--- src/hdl/fof_ram.sv ---
// ----------------------------------------------------------------------------
// fof_ram
// Simple dual-port synchronous RAM: one write port, one read port with
// registered read data.
// ----------------------------------------------------------------------------
module fof_ram #(
  parameter int WIDTH = 8,
  parameter int ABITS = 4
) (
  input  logic             clk,
  input  logic             we,
  input  logic [ABITS-1:0] waddr,
  input  logic [WIDTH-1:0] wdata,
  input  logic [ABITS-1:0] raddr,
  output logic [WIDTH-1:0] rdata
);

  logic [WIDTH-1:0] mem [2**ABITS];

  always_ff @(posedge clk) begin
    if (we) begin
      mem[waddr] <= wdata;
    end
    rdata <= mem[raddr];
  end

endmodule

--- config.mk ---
export PLATFORM = sky130hd
export DESIGN_NAME = fof_ram
export DESIGN_NICKNAME = d
export VERILOG_FILES = /design/src/hdl/fof_ram.sv
export SDC_FILE = /design/constraint.sdc
export NUM_CORES = 1
export LEC_CHECK = 0
export BUFFER_PORTS_ARGS = -buffer_cell sky130_fd_sc_hd__buf_2
export CORE_MARGIN = 2
export CORE_UTILIZATION = 50
export CTS_BUF_LIST = sky130_fd_sc_hd__clkbuf_2 sky130_fd_sc_hd__clkbuf_4 sky130_fd_sc_hd__clkbuf_8
export DETAILED_ROUTE_END_ITERATION = 7
export HOLD_SLACK_MARGIN = 0.02
export MAX_ROUTING_LAYER = met4
export PLACE_DENSITY = 0.78
export SLEW_MARGIN = 30
export SYNTH_ARGS = -nofsm -noshare
export SYNTH_HDL_FRONTEND = slang
export SYNTH_SLANG_ARGS = --single-unit
--- constraint.sdc ---
create_clock -name clk -period 3.61 [get_ports clk]
set_input_delay 0.5415 -clock clk [delete_from_list [all_inputs] [get_ports clk]]
set_output_delay 0.5415 -clock clk [all_outputs]
set_load 0.01 [all_outputs]
# Yosys cells after proc, flatten, opt, wreduce, memory -nomap -nowiden
# Memory sizes are Yosys's and may differ from the RTL's. A register that Yosys moved wholly into a read port is not among the register bits.
# Index checks and enable logic that the tools add are counted.
# totals
in_bits	18
memories	1
register_bits	0
ramBits	128
# memory_table
memory	words	word_bits	read_ports	rd_clocked_by_memory_dff	wr	line	rtl
mem	16	8	1	1	1	18	logic [WIDTH-1:0] mem [2**ABITS];
# classes
muxes	2
# op_table
cell	count
two-way mux 1 bit	2

# Longest topological paths before layout
# depth
depth_word	2
mapped_depth	5

# Least setup slack after synthesis
# Ideal clock, no wire load.
# synth_path
path_type	input to register
start	input port waddr[2]
end	memory mem[0][0] (enable)
setup_time_ns	0.383
arrival_ns	1.651
path_stages	2
path_slack_ns	1.576
required_ns	3.227
cell_sequence	or3b_2 -> nor3_1
# synth_lines
element	line	rtl
start, declared	12	input logic [ABITS-1:0] waddr,
end, declared	18	
# Straight into the memory's write port.

==> metrics.cfg <==
[detailed_routing]
vias=2364
drtIter0Drc=226
drc=0
firstDrtPassIters=4
viasPerCell=5.656
wirelength_um=9024
wl_per_cell_um=21.59
ant_nets=0

[final_layout]
final_cell_mix=edfxtp_1, buf_2, mux4_2
num_antenna_cells=0
fin_util_pct=57.35
nets=287
drive_gt1_share_pct=28.72
area_growth_pct=12.96
layout_commonest_cell=edfxtp_1
post-route-cell-area_mm2=0.005814

[logic_synthesis]
yosys-top-cells-area=edfxtp_1, mux4_2, mux4_1
synth_xor_xnor_area_share_pct=0
netlist_area_mm2=0.005147
synth_top_family_by_area=multiplexers
syn_area_per_cell_um2=22.48
synth_compound_area_share_pct=2.333
synthAdderAreaFrac_pct=0
syn_inst=229
yosys.area_share.simple_pct=3.184
synth_mux_area_share_pct=15.02
netlist.area_leader.share_pct=74.67
yosysWarningCount=0
ys_ff_latch=136
ys_seq_area_share_pct=77.78
syn_nets=247
synth_cell_type_count=19
synth_area_leader_cell=edfxtp_1

[global_routing]
grt_pass1_wl_um=13790
grt_overflow=0
antenna_found_initial=0
grt.total_usage_pct=18.22
grt_pass1_vias=2394
grt_max_degree=33

[clocking]
cts_sinks=136
root_buffer=clkbuf_8
path_clk_slew_ns=0.07
clk_path_buf_depth=2
cts_buffers=17
cts.htree.levels=4
postCtsSetupBuffers=0
cts_resized=0
clock_latency_ns=0.42
cts_tree=yes
hold_buffers=0

[sta]
fin_ws_ns=1.650
hold_viol=0
period_needed_ns=1.960
finalCritPeriodShare_pct=54.30
setup_viol=0
worstMarginPinSlew_ns=0.9762
rsz0062_at_grt=false
tns_ns=0
slew_violations=0
fmax_mhz=510.1
max_slew_margin_pct=34.68
finalClockSkew_ns=0.007760

[floorplan]
rows=37
die_y_um=105.5
dieArea_mm2=0.01112
die_w_um=105.5
ios=26
start_util_pct=50.77
core_mm2=0.01014

[setup_path]
cp.required_ns=3.91
startpoint_type=primary input
cp-end-kind=flop
critPathArrivalTime_ns=2.26
path_class=in2reg
crit_fanout=22

[placement]
portBuffers=25
place_area_mm2=0.005401
place_worst_setup_slack_ns=1.168
dp_hpwl_um=5519
gp_congestion=0.7340

[hold_path]
hold_path_class=in2reg

[power]
p_leak_uw=0.001919
powerDensity_mw_per_mm2=546.2
ir_worst_vdd_uv=228.2

[job]
maxCapViolCount=0

[run_status]
status=completed

[worst paths after layout]
| path | from | to | slack [ns] | cells after the start |
|---|---|---|---|---|
| hold reg to reg | mem[14][7] | rdata[7] | 0.68 | 3 |
| setup / recovery | raddr[0] | rdata[0] | 1.65 | 5 |
| setup reg to reg | mem[1][6] | rdata[6] | 2.18 | 3 |
| hold / removal | wdata[6] | mem[11][6] | 0.50 | 1 |
[synthesized netlist by cell type]
| cell type | instances |
|---|---|
| and2b_1 | 1 |
| clkdlybuf4s25_2 | 3 |
| dfxtp_1 | 8 |
| and2_1 | 1 |
| nor2b_1 | 1 |
| nand2b_1 | 2 |
| nand2_1 | 9 |
| nor3_1 | 4 |
| mux4_2 | 18 |
| or3b_2 | 1 |
| nand3_1 | 1 |
| buf_6 | 3 |
| a22oi_1 | 16 |
| buf_2 | 3 |
| nand3b_1 | 2 |
| mux4_1 | 14 |
| edfxtp_1 | 128 |
| nor2_1 | 13 |
| buf_4 | 1 |
[state kept, by name, summed over array words and instances (netlist names)]
register  cells
mem         128
rdata         8
[critical path, stage by stage]
cell,delay (ns)
buf_2,0.55
buf_4,0.32
mux4_1,0.58
a22oi_1,0.19
nand2_1,0.08
[stage by stage]
step	hold WS (ns)	cells	total power, uW
2_1_floorplan	0.6293	229	1900
3_3_place_gp	0.6448	386	1958
3_5_place_dp	0.6603	386	1965
4_1_cts	0.4758	418	3191
5_1_grt	0.4839	418	3267
6_report	0.5030	418	3176
[power by group]
group / internal, uW / leakage [uW] / switching [uW]
Clock: 684 / 0.000194 / 563
Sequential: 1760 / 0.00122 / 10.2
Combinational: 64.9 / 0.000501 / 90.4
Total: 2510 / 0.00192 / 663
[cells by family (layout without fill, tap and decap cells)]
group | count (synthesis) | after routing
AOI/OAI and AO/OA | 16 | 16
buffers and inverters | 10 | 63
DFF | 136 | 136
muxes | 32 | 32
and+or+nand+nor | 35 | 35
[cell type report]
| class | instances | area, um^2 |
|---|---|---|
| Timing Repair Buffer | 31 | 170.2 |
| Fill cell | 709 | 4324 |
| Sequential cell | 136 | 4004 |
| Clock buffer | 17 | 234.0 |
| Multi-Input combinational cell | 83 | 1060 |
| Clock inverter | 15 | 176.4 |
| Tap cell | 136 | 170.2 |
[layer usage]
layer / vias up / global-route usage, % / share of wire (%)
li1: 1053 / - / -
met2: 83 / 27.60 / 51
met1: 1217 / 24.15 / 43
met3: 11 / 5.133 / 5.2
met5: - / - / 0
met4: 0 / 6.190 / 1.1
(Power assumes the default switching activity.)
