==> src/hdl/fof_pkg.sv <==
// ----------------------------------------------------------------------------
// fof_pkg
// Shared widths, command codes and memory request types for the
// frequency-of-frequency table.
// ----------------------------------------------------------------------------
package fof_pkg;

  localparam int VALUE_BITS = 10;
  localparam int COUNT_BITS = 10;
  localparam int OPER_BITS  = 10;
  localparam int CMD_BITS   = 2;
  localparam int BKT_BITS   = VALUE_BITS + 1;
  localparam int CLR_BITS   = (VALUE_BITS > COUNT_BITS) ? VALUE_BITS : COUNT_BITS;

  localparam logic [COUNT_BITS-1:0] COUNT_MAX  = '1;
  localparam logic [COUNT_BITS-1:0] COUNT_ONE  = COUNT_BITS'(1);
  localparam logic [BKT_BITS-1:0]   BKT_ONE    = BKT_BITS'(1);
  localparam logic [CLR_BITS-1:0]   CLR_LAST   = '1;

  localparam logic [CMD_BITS-1:0] CMD_INSERT = 2'd0;
  localparam logic [CMD_BITS-1:0] CMD_REMOVE = 2'd1;
  localparam logic [CMD_BITS-1:0] CMD_QUERY  = 2'd2;

  typedef struct packed {
    logic                  we;
    logic [VALUE_BITS-1:0] waddr;
    logic [COUNT_BITS-1:0] wdata;
    logic [VALUE_BITS-1:0] raddr;
  } cnt_req_t;

  typedef struct packed {
    logic                  we;
    logic [COUNT_BITS-1:0] waddr;
    logic [BKT_BITS-1:0]   wdata;
    logic [COUNT_BITS-1:0] raddr;
  } bkt_req_t;

endpackage

==> src/hdl/fof_ctrl.sv <==
// ----------------------------------------------------------------------------
// fof_ctrl
// Command sequencer: clears both memories after reset, then runs the
// read-modify-write steps of each command and holds the query result.
// ----------------------------------------------------------------------------
module fof_ctrl (
  input  logic                         clk,
  input  logic                         rst_n,
  input  logic                         in_valid,
  output logic                         in_ready,
  input  logic [fof_pkg::CMD_BITS-1:0]  in_command,
  input  logic [fof_pkg::OPER_BITS-1:0] in_operand,
  output logic                         out_valid,
  input  logic                         out_ready,
  output logic                         out_present,
  output fof_pkg::cnt_req_t             cnt_req,
  input  logic [fof_pkg::COUNT_BITS-1:0] cnt_rdata,
  output fof_pkg::bkt_req_t             bkt_req,
  input  logic [fof_pkg::BKT_BITS-1:0]   bkt_rdata
);

  import fof_pkg::*;

  typedef enum logic [2:0] {
    S_CLR,
    S_IDLE,
    S_CNT,
    S_DEC,
    S_INC,
    S_QRY
  } state_t;

  state_t                state_r, state_nxt;
  logic [CMD_BITS-1:0]   cmd_r, cmd_nxt;
  logic [OPER_BITS-1:0]  op_r, op_nxt;
  logic [COUNT_BITS-1:0] c1_r, c1_nxt;
  logic [COUNT_BITS-1:0] c2_r, c2_nxt;
  logic                  inc_r, inc_nxt;
  logic [CLR_BITS-1:0]   clr_r, clr_nxt;
  logic                  out_valid_r, out_valid_nxt;
  logic                  out_present_r, out_present_nxt;

  logic                  dec_c;
  logic                  inc_c;
  logic [COUNT_BITS-1:0] c2_c;
  logic                  hit_c;

  always_comb begin
    state_nxt       = state_r;
    cmd_nxt         = cmd_r;
    op_nxt          = op_r;
    c1_nxt          = c1_r;
    c2_nxt          = c2_r;
    inc_nxt         = inc_r;
    clr_nxt         = clr_r;
    out_valid_nxt   = out_valid_r;
    out_present_nxt = out_present_r;
    in_ready        = 1'b0;
    cnt_req         = '0;
    bkt_req         = '0;
    dec_c           = 1'b0;
    inc_c           = 1'b0;
    c2_c            = cnt_rdata;
    hit_c           = (op_r != '0) && ((32'(op_r) >> COUNT_BITS) == 32'd0) &&
                      (bkt_rdata != '0);

    if (out_valid_r && out_ready) begin
      out_valid_nxt = 1'b0;
    end

    unique case (state_r)
      S_CLR: begin
        cnt_req.we    = 1'b1;
        cnt_req.waddr = VALUE_BITS'(clr_r);
        bkt_req.we    = 1'b1;
        bkt_req.waddr = COUNT_BITS'(clr_r);
        clr_nxt       = clr_r + CLR_BITS'(1);
        if (clr_r == CLR_LAST) begin
          state_nxt = S_IDLE;
        end
      end
      S_IDLE: begin
        in_ready      = 1'b1;
        cnt_req.raddr = VALUE_BITS'(in_operand);
        bkt_req.raddr = COUNT_BITS'(in_operand);
        if (in_valid) begin
          cmd_nxt = in_command;
          op_nxt  = in_operand;
          unique case (in_command)
            CMD_INSERT, CMD_REMOVE: state_nxt = S_CNT;
            CMD_QUERY:              state_nxt = S_QRY;
            default:                state_nxt = S_IDLE;
          endcase
        end
      end
      S_CNT: begin
        cnt_req.waddr = VALUE_BITS'(op_r);
        if (cmd_r == CMD_INSERT) begin
          if (cnt_rdata != COUNT_MAX) begin
            cnt_req.we = 1'b1;
            c2_c       = cnt_rdata + COUNT_ONE;
            dec_c      = (cnt_rdata != '0);
            inc_c      = 1'b1;
          end
        end else begin
          if (cnt_rdata != '0) begin
            cnt_req.we = 1'b1;
            c2_c       = cnt_rdata - COUNT_ONE;
            dec_c      = 1'b1;
            inc_c      = (cnt_rdata != COUNT_ONE);
          end
        end
        cnt_req.wdata = c2_c;
        bkt_req.raddr = dec_c ? cnt_rdata : c2_c;
        c1_nxt        = cnt_rdata;
        c2_nxt        = c2_c;
        inc_nxt       = inc_c;
        if (dec_c) begin
          state_nxt = S_DEC;
        end else if (inc_c) begin
          state_nxt = S_INC;
        end else begin
          state_nxt = S_IDLE;
        end
      end
      S_DEC: begin
        bkt_req.we    = 1'b1;
        bkt_req.waddr = c1_r;
        bkt_req.wdata = bkt_rdata - BKT_ONE;
        bkt_req.raddr = c2_r;
        state_nxt     = inc_r ? S_INC : S_IDLE;
      end
      S_INC: begin
        bkt_req.we    = 1'b1;
        bkt_req.waddr = c2_r;
        bkt_req.wdata = bkt_rdata + BKT_ONE;
        state_nxt     = S_IDLE;
      end
      S_QRY: begin
        bkt_req.raddr = COUNT_BITS'(op_r);
        if (!out_valid_r || out_ready) begin
          out_valid_nxt   = 1'b1;
          out_present_nxt = hit_c;
          state_nxt       = S_IDLE;
        end
      end
      default: state_nxt = S_CLR;
    endcase
  end

  always_ff @(posedge clk) begin
    if (!rst_n) begin
      state_r     <= S_CLR;
      clr_r       <= '0;
      out_valid_r <= 1'b0;
    end else begin
      state_r     <= state_nxt;
      clr_r       <= clr_nxt;
      out_valid_r <= out_valid_nxt;
    end
    cmd_r         <= cmd_nxt;
    op_r          <= op_nxt;
    c1_r          <= c1_nxt;
    c2_r          <= c2_nxt;
    inc_r         <= inc_nxt;
    out_present_r <= out_present_nxt;
  end

  assign out_valid   = out_valid_r;
  assign out_present = out_present_r;

endmodule

==> config.mk <==
export PLATFORM = sky130hd
export DESIGN_NAME = fof_ctrl
export DESIGN_NICKNAME = d
export VERILOG_FILES = /design/src/hdl/fof_pkg.sv /design/src/hdl/fof_ctrl.sv
export SDC_FILE = /design/constraint.sdc
export NUM_CORES = 1
export LEC_CHECK = 0
export BUFFER_PORTS_ARGS = -buffer_cell sky130_fd_sc_hd__clkbuf_2
export CAP_MARGIN = 20
export CORE_ASPECT_RATIO = 0.5
export CORE_MARGIN = 1
export CORE_UTILIZATION = 45
export CTS_BUF_LIST = sky130_fd_sc_hd__clkbuf_16
export CTS_CLUSTER_DIAMETER = 30
export DETAILED_ROUTE_END_ITERATION = 10
export HOLD_SLACK_MARGIN = 0.1
export PLACE_DENSITY = 0.79
export SLEW_MARGIN = 10
export SYNTH_ARGS = -nofsm -noshare
export SYNTH_HDL_FRONTEND = slang
export SYNTH_SLANG_ARGS = --single-unit
==> constraint.sdc <==
create_clock -name clk -period 7.6 [get_ports clk]
set_input_delay 1.14 -clock clk [delete_from_list [all_inputs] [get_ports clk]]
set_output_delay 1.14 -clock clk [all_outputs]
set_load 0.03 [all_outputs]
**After elaboration in Yosys (flattened, before gate mapping)**

Index checks and enable logic that the tools add are counted.

- Muxes and demuxes: 31
- $add $sub $neg: 5
- Eq/ne operators: 13
- Reductions and logical operators: 14

Operators with widths:

| cell | count |
|---|---|
| 2-to-1 mux 10 bit | 6 |
| case mux 11 bit (2 select lines) | 2 |
| case mux 10 bit (4 select lines) | 1 |
| case mux 11 bit (3 select lines) | 1 |
| adder 10 x 1 -> 10 bit (second input constant) | 2 |
| nonzero test 10 bit | 2 |
| 2-to-1 mux 3 bit | 6 |
| case mux 3 bit (6 select lines) | 1 |
| 2-to-1 mux 1 bit | 13 |
| adder 11 x 1 -> 11 bit (second input constant) | 1 |
| nonzero test 11 bit | 1 |
| subtractor 11 x 1 -> 11 bit (second input constant) | 1 |
| == test 10 bit (second input constant) | 1 |
| inequality test 10 x 1 -> 1 bit (second input constant) | 1 |
| inequality test 10 bit (second input constant) | 1 |
| subtractor 10 x 1 -> 10 bit (second input constant) | 1 |
| == test 3 x 2 -> 1 bit (second input constant) | 2 |
| == test 3 bit (second input constant) | 2 |
| inequality test 2 bit (second input constant) | 3 |
| case mux 3 bit (2 select lines) | 1 |
| logical NOT 2 bit | 2 |
| AND reduction 2 bit | 2 |
| == test 3 x 1 -> 1 bit (second input constant) | 1 |
| logical NOT 3 bit | 1 |
| other kinds (7) | 8 |

- Logic and storage cells: 72
- Flip-flop bits (word level): 48
- Output and inout port bits: 66

**Logic depth before layout (Yosys ltp)**

- Depth in word-level cells: 7
- Gate-level depth with buffers: 11

**Least setup slack after synthesis**

OpenSTA, ideal clock, no wires.

- Path kind: input -> output
- Start: input port cnt_rdata[1] (netlist name)
- End: output port bkt_req[0] (netlist name)
- Data arrival time: 2.973 ns
- Path slack: 3.487 ns
- Stages: 8
- Data required time: 6.460 ns
- Cells stage by stage: clkbuf_2 inv_1 ha_1 nor3b_2 nand3_4 or3b_1 xnor2_1 o21ai_1

RTL lines:

| what | line | source |
|---|---|---|
| start: declaration | fof_ctrl.sv:17 | `input logic [fof_pkg::COUNT_BITS-1:0] cnt_rdata,` |
| end: declaration | fof_ctrl.sv:18 | `output fof_pkg::bkt_req_t bkt_req,` |

==> impl_results.rst <==
.. list-table::
   :header-rows: 1

   * - Metric
     - Value
   * - Fill cells
     - 754
   * - Std-Cell Core Area
     - 0.008058 mm2
   * - Antenna violations before repair
     - 0
   * - Die X
     - 131.2 um
   * - Total internal power
     - 464.6 uW
   * - Critical path class
     - flop to primary output
   * - Termination of the worst setup path
     - bkt_req[20]
   * - Share of synthesized registers carrying an async set or reset
     - 0%
   * - Clock Path Buffers
     - 2
   * - Die Outline Area
     - 0.008738 mm2
   * - CTS HTree Levels
     - 2
   * - Predominant post-synthesis flop cell
     - sky130_fd_sc_hd__edfxtp_1
   * - Layout Utilization
     - 55.19%
   * - Sum of routed wire segments on met1
     - 4.521 mm
   * - Clock-pin slew on the worst setup and hold paths
     - 0.06 ns
   * - Yosys warning total
     - 0
   * - DP HPWL
     - 7.950 mm
   * - Vias in the first global route
     - 3231
   * - Post-Layout Inst Area
     - 0.004447 mm2
   * - NetSw
     - 143.5 uW
   * - Combinational fraction of design power
     - 12.7%
   * - Combined area of all synthesized cells
     - 0.003756 mm2
   * - Amount of wire on met2 after detailed routing
     - 4.956 mm
   * - Share of post-route cells with drive strength above 1
     - 26.13%
   * - Peak supply drop
     - 0.00007285 V
   * - Minimum period implied by the final worst setup slack
     - 5.028 ns
   * - Max Clock Freq
     - 0.1989 GHz
   * - Arrival time of data at the critical path endpoint
     - 3.89 ns
   * - Number of distinct standard cells referenced by the synthesized netlist
     - 72
   * - TritonCTS clock tree
     - yes
   * - Reg2reg path depth
     - 3
   * - Total of cells resized after clock tree synthesis
     - 0
   * - Number of nets produced by synthesis
     - 478
   * - Placed cell areas
     - 0.004283 mm2
   * - Transition time of the tightest slew-check pin
     - 1.002 ns
   * - Endpoint kind of the worst setup timing path
     - primary output
   * - Share of the synthesized area in the top cell type
     - 27.18%
   * - Number of placed I/O pins
     - 103
   * - Final Instance Count excl. Fillers
     - 621
   * - Max Used Layer
     - met4
   * - Setup repair bufs after CTS
     - 0
   * - Layout Skew
     - 0.007299 ns
   * - Most used standard cells in the synthesized netlist
     - sky130_fd_sc_hd__nand2_1 (52), sky130_fd_sc_hd__edfxtp_1 (34), sky130_fd_sc_hd__o21ai_0 (32)
   * - Unrepaired setup endpoints after global routing
     - false
   * - Average instance area after synthesis
     - 8.817 um2
   * - Detailed Route Iter0 Violations
     - 315
   * - DR WL/cell
     - 17.05 um
   * - Layout area overhead
     - 18.39%
   * - Reg-to-reg critical path startpoint
     - state_r[0]$_SDFFE_PN0P_
   * - Routed Antenna Nets
     - 0
   * - Hold-fix buffer count after cts
     - 0
   * - Cell type with the highest aggregate area in the netlist
     - sky130_fd_sc_hd__edfxtp_1
   * - Number of hold-slack violations in the final timing report
     - 0
   * - GR Util All Layers
     - 23.71%
   * - Routed vias
     - 3673
   * - Flops & latches, synth
     - 48
   * - Number of input and output port buffers inserted
     - 102
   * - Placer's final routability congestion estimate
     - 0.9222
   * - Path type of the worst min-delay path
     - flop to flop
   * - Antenna diodes
     - 0
   * - Clock tree root buffer cell
     - sky130_fd_sc_hd__clkbuf_16
   * - Critical path required time
     - 6.46 ns
   * - Placed cell count
     - 613
   * - Wire length of the first global-routing pass
     - 16.15 mm
   * - Clk_lat worst skew
     - 0.29 ns
   * - Status
     - completed
   * - Cells after synthesis
     - 426
   * - Cell leakage power
     - 1.803 nW
   * - Post-detailed-routing wire length
     - 10.59 mm
   * - Largest net degree at the start of global routing
     - 32
   * - Initial cell density of the core
     - 46.61%
   * - Routed met3 length
     - 892 um
   * - Number of iterations in the first detailed-routing pass
     - 7
   * - Total number of placement rows
     - 23
   * - Critical Path Slowest Stage Cell
     - sky130_fd_sc_hd__nor2_1
   * - Most instantiated library cell after synthesis
     - sky130_fd_sc_hd__nand2_1
   * - Worst reg2reg setup slack
     - 5.06 ns
   * - Switching part of the total power
     - 23.59%
   * - Largest cells by area after synthesis
     - sky130_fd_sc_hd__edfxtp_1 (27%), sky130_fd_sc_hd__dfxtp_1 (7.5%), sky130_fd_sc_hd__nand2_1 (5.2%), sky130_fd_sc_hd__ha_1 (4.7%), sky130_fd_sc_hd__o21ai_0 (4.3%)
   * - Number of clock sinks
     - 48
   * - Count of flip-flops with a built-in enable after synthesis
     - 34
   * - Sequential cell area fraction in the yosys report
     - 34.64%
   * - Number of vias per cell
     - 5.915
   * - Final setup TNS
     - 0 ns
   * - Tcrit/Tclk final
     - 66.15%
   * - Startpoint type of the worst setup path
     - flop
   * - Nets@finish
     - 560
   * - Post-route DRC violation count
     - 0
   * - Setup crit start
     - state_r[0]$_SDFFE_PN0P_
   * - Vertical die dimension
     - 66.60 um
   * - Maximum cell stage delay along the critical path
     - 0.66 ns
   * - Max capacitance violation total
     - 0
   * - Reg-to-reg endpoint
     - op_r[5]$_DFFE_PP_
   * - Pwr dens
     - 136.8 mW/mm2
   * - Headroom to the max-slew limit
     - 33.17%
   * - Final setup violation count
     - 0
   * - Chain of cells forming the critical path
     - nor2_1 > nand2_1 > inv_1 > fa_1 > nor2b_1 > o2111ai_1 > a31oi_1 > o22ai_1 > mux2_2 > clkbuf_2
   * - TritonCTS Buffers
     - 5
   * - Total gr overflow
     - 0
   * - Part of the power in the clock network
     - 40.6%
   * - Sequential group share of total power
     - 46.6%
   * - Number of slew-limit violations in the final report
     - 0
   * - Critical Path Fanout Max
     - 19
-- placed cells by master (no fill, tap or decap), drive strengths merged, types with 14 or more instances in the layout --
cell type  netlist  layout
clkbuf          12     107
nand2           52      52
o21ai           35      35
edfxtp          34      34
nor2            28      28
and2            23      23
a22oi           19      19
inv             13      14
ha              14      14
dfxtp           14      14
-- power groups by stage --
stage	registers, mW	clock network, mW	logic (mW)
6_report	0.284	0.247	0.0773
5_1_grt	0.283	0.260	0.0847
4_1_cts	0.283	0.248	0.0763
3_5_place_dp	0.289	0	0.0761
3_3_place_gp	0.289	0	0.0745
2_1_floorplan	0.288	0	0.0518
-- worst max-delay path, delay by kind of cell, from the launching register on --
family,cells,cell delay [ns]
AO/OA/AOI/OAI,3,0.59
buffers and inverters,2,0.68
AND/OR/NAND/NOR,3,1.18
multiplexers,1,0.36
flip-flops,1,0.53
adder cells (fa/ha/maj),1,0.28
-- per-stage QoR --
step                      hold WS [ns]  total power [mW]  worst slack [ns]
after floorplan                 0.4855            0.3399             3.487
after global placement          0.5381            0.3636             3.026
after detailed placement        0.5502            0.3653             2.929
after CTS                       0.5625            0.6078             2.615
after global routing            0.5785            0.6283             2.207
final                           0.5715            0.6081             2.572
-- kinds of logic after synthesis --
group | count (synthesis) | synth area share (%)
xor gates and xnor gates | 19 | 4.430
muxes | 14 | 3.764
DFF | 48 | 34.64
adders and majority gates | 15 | 5.197
buffers and inverters | 42 | 4.997
AOI/OAI and AO/OA | 117 | 22.12
and+or+nand+nor | 171 | 24.85
-- layout make-up --
type / count / area, um2 / share of cell area, %
clock buffers: 5 / 125.1 / 2.814
clock inverters: 3 / 38.79 / 0.8723
inverters: 13 / 48.80 / 1.097
multi-input cells: 336 / 2267 / 50.98
flip-flops and latches: 48 / 1301 / 29.26
well taps: 112 / 140.1 / 3.151
repair buffers: 104 / 525.5 / 11.82
-- worst min-delay path by stage --
stage	from	end	cells after the start
2_1_floorplan	clr_r[1]$_SDFFE_PN0N_	clr_r[1]$_SDFFE_PN0N_	2
3_5_place_dp	clr_r[1]$_SDFFE_PN0N_	clr_r[1]$_SDFFE_PN0N_	2
3_3_place_gp	clr_r[1]$_SDFFE_PN0N_	clr_r[1]$_SDFFE_PN0N_	2
4_1_cts	clr_r[1]$_SDFFE_PN0N_	clr_r[1]$_SDFFE_PN0N_	2
5_1_grt	clr_r[1]$_SDFFE_PN0N_	clr_r[1]$_SDFFE_PN0N_	2
6_report	clr_r[1]$_SDFFE_PN0N_	clr_r[1]$_SDFFE_PN0N_	2
-- flip-flops by register name, summed over array words and instances, names as in the netlist --
signal,cells
clr_r,10
inc_r,1
state_r,3
cmd_r,2
out_present,1
out_valid,1
c1_r,10
op_r,10
c2_r,10
-- metal layers --
layer | track usage (%) | vias up
met3 | 3.881 | 27
met1 | 30.75 | 1713
met5 | 0 | -
li1 | - | 1740
met4 | 8.676 | 0
met2 | 40.36 | 193
No activity file was read; power rests on OpenSTA's default activity.
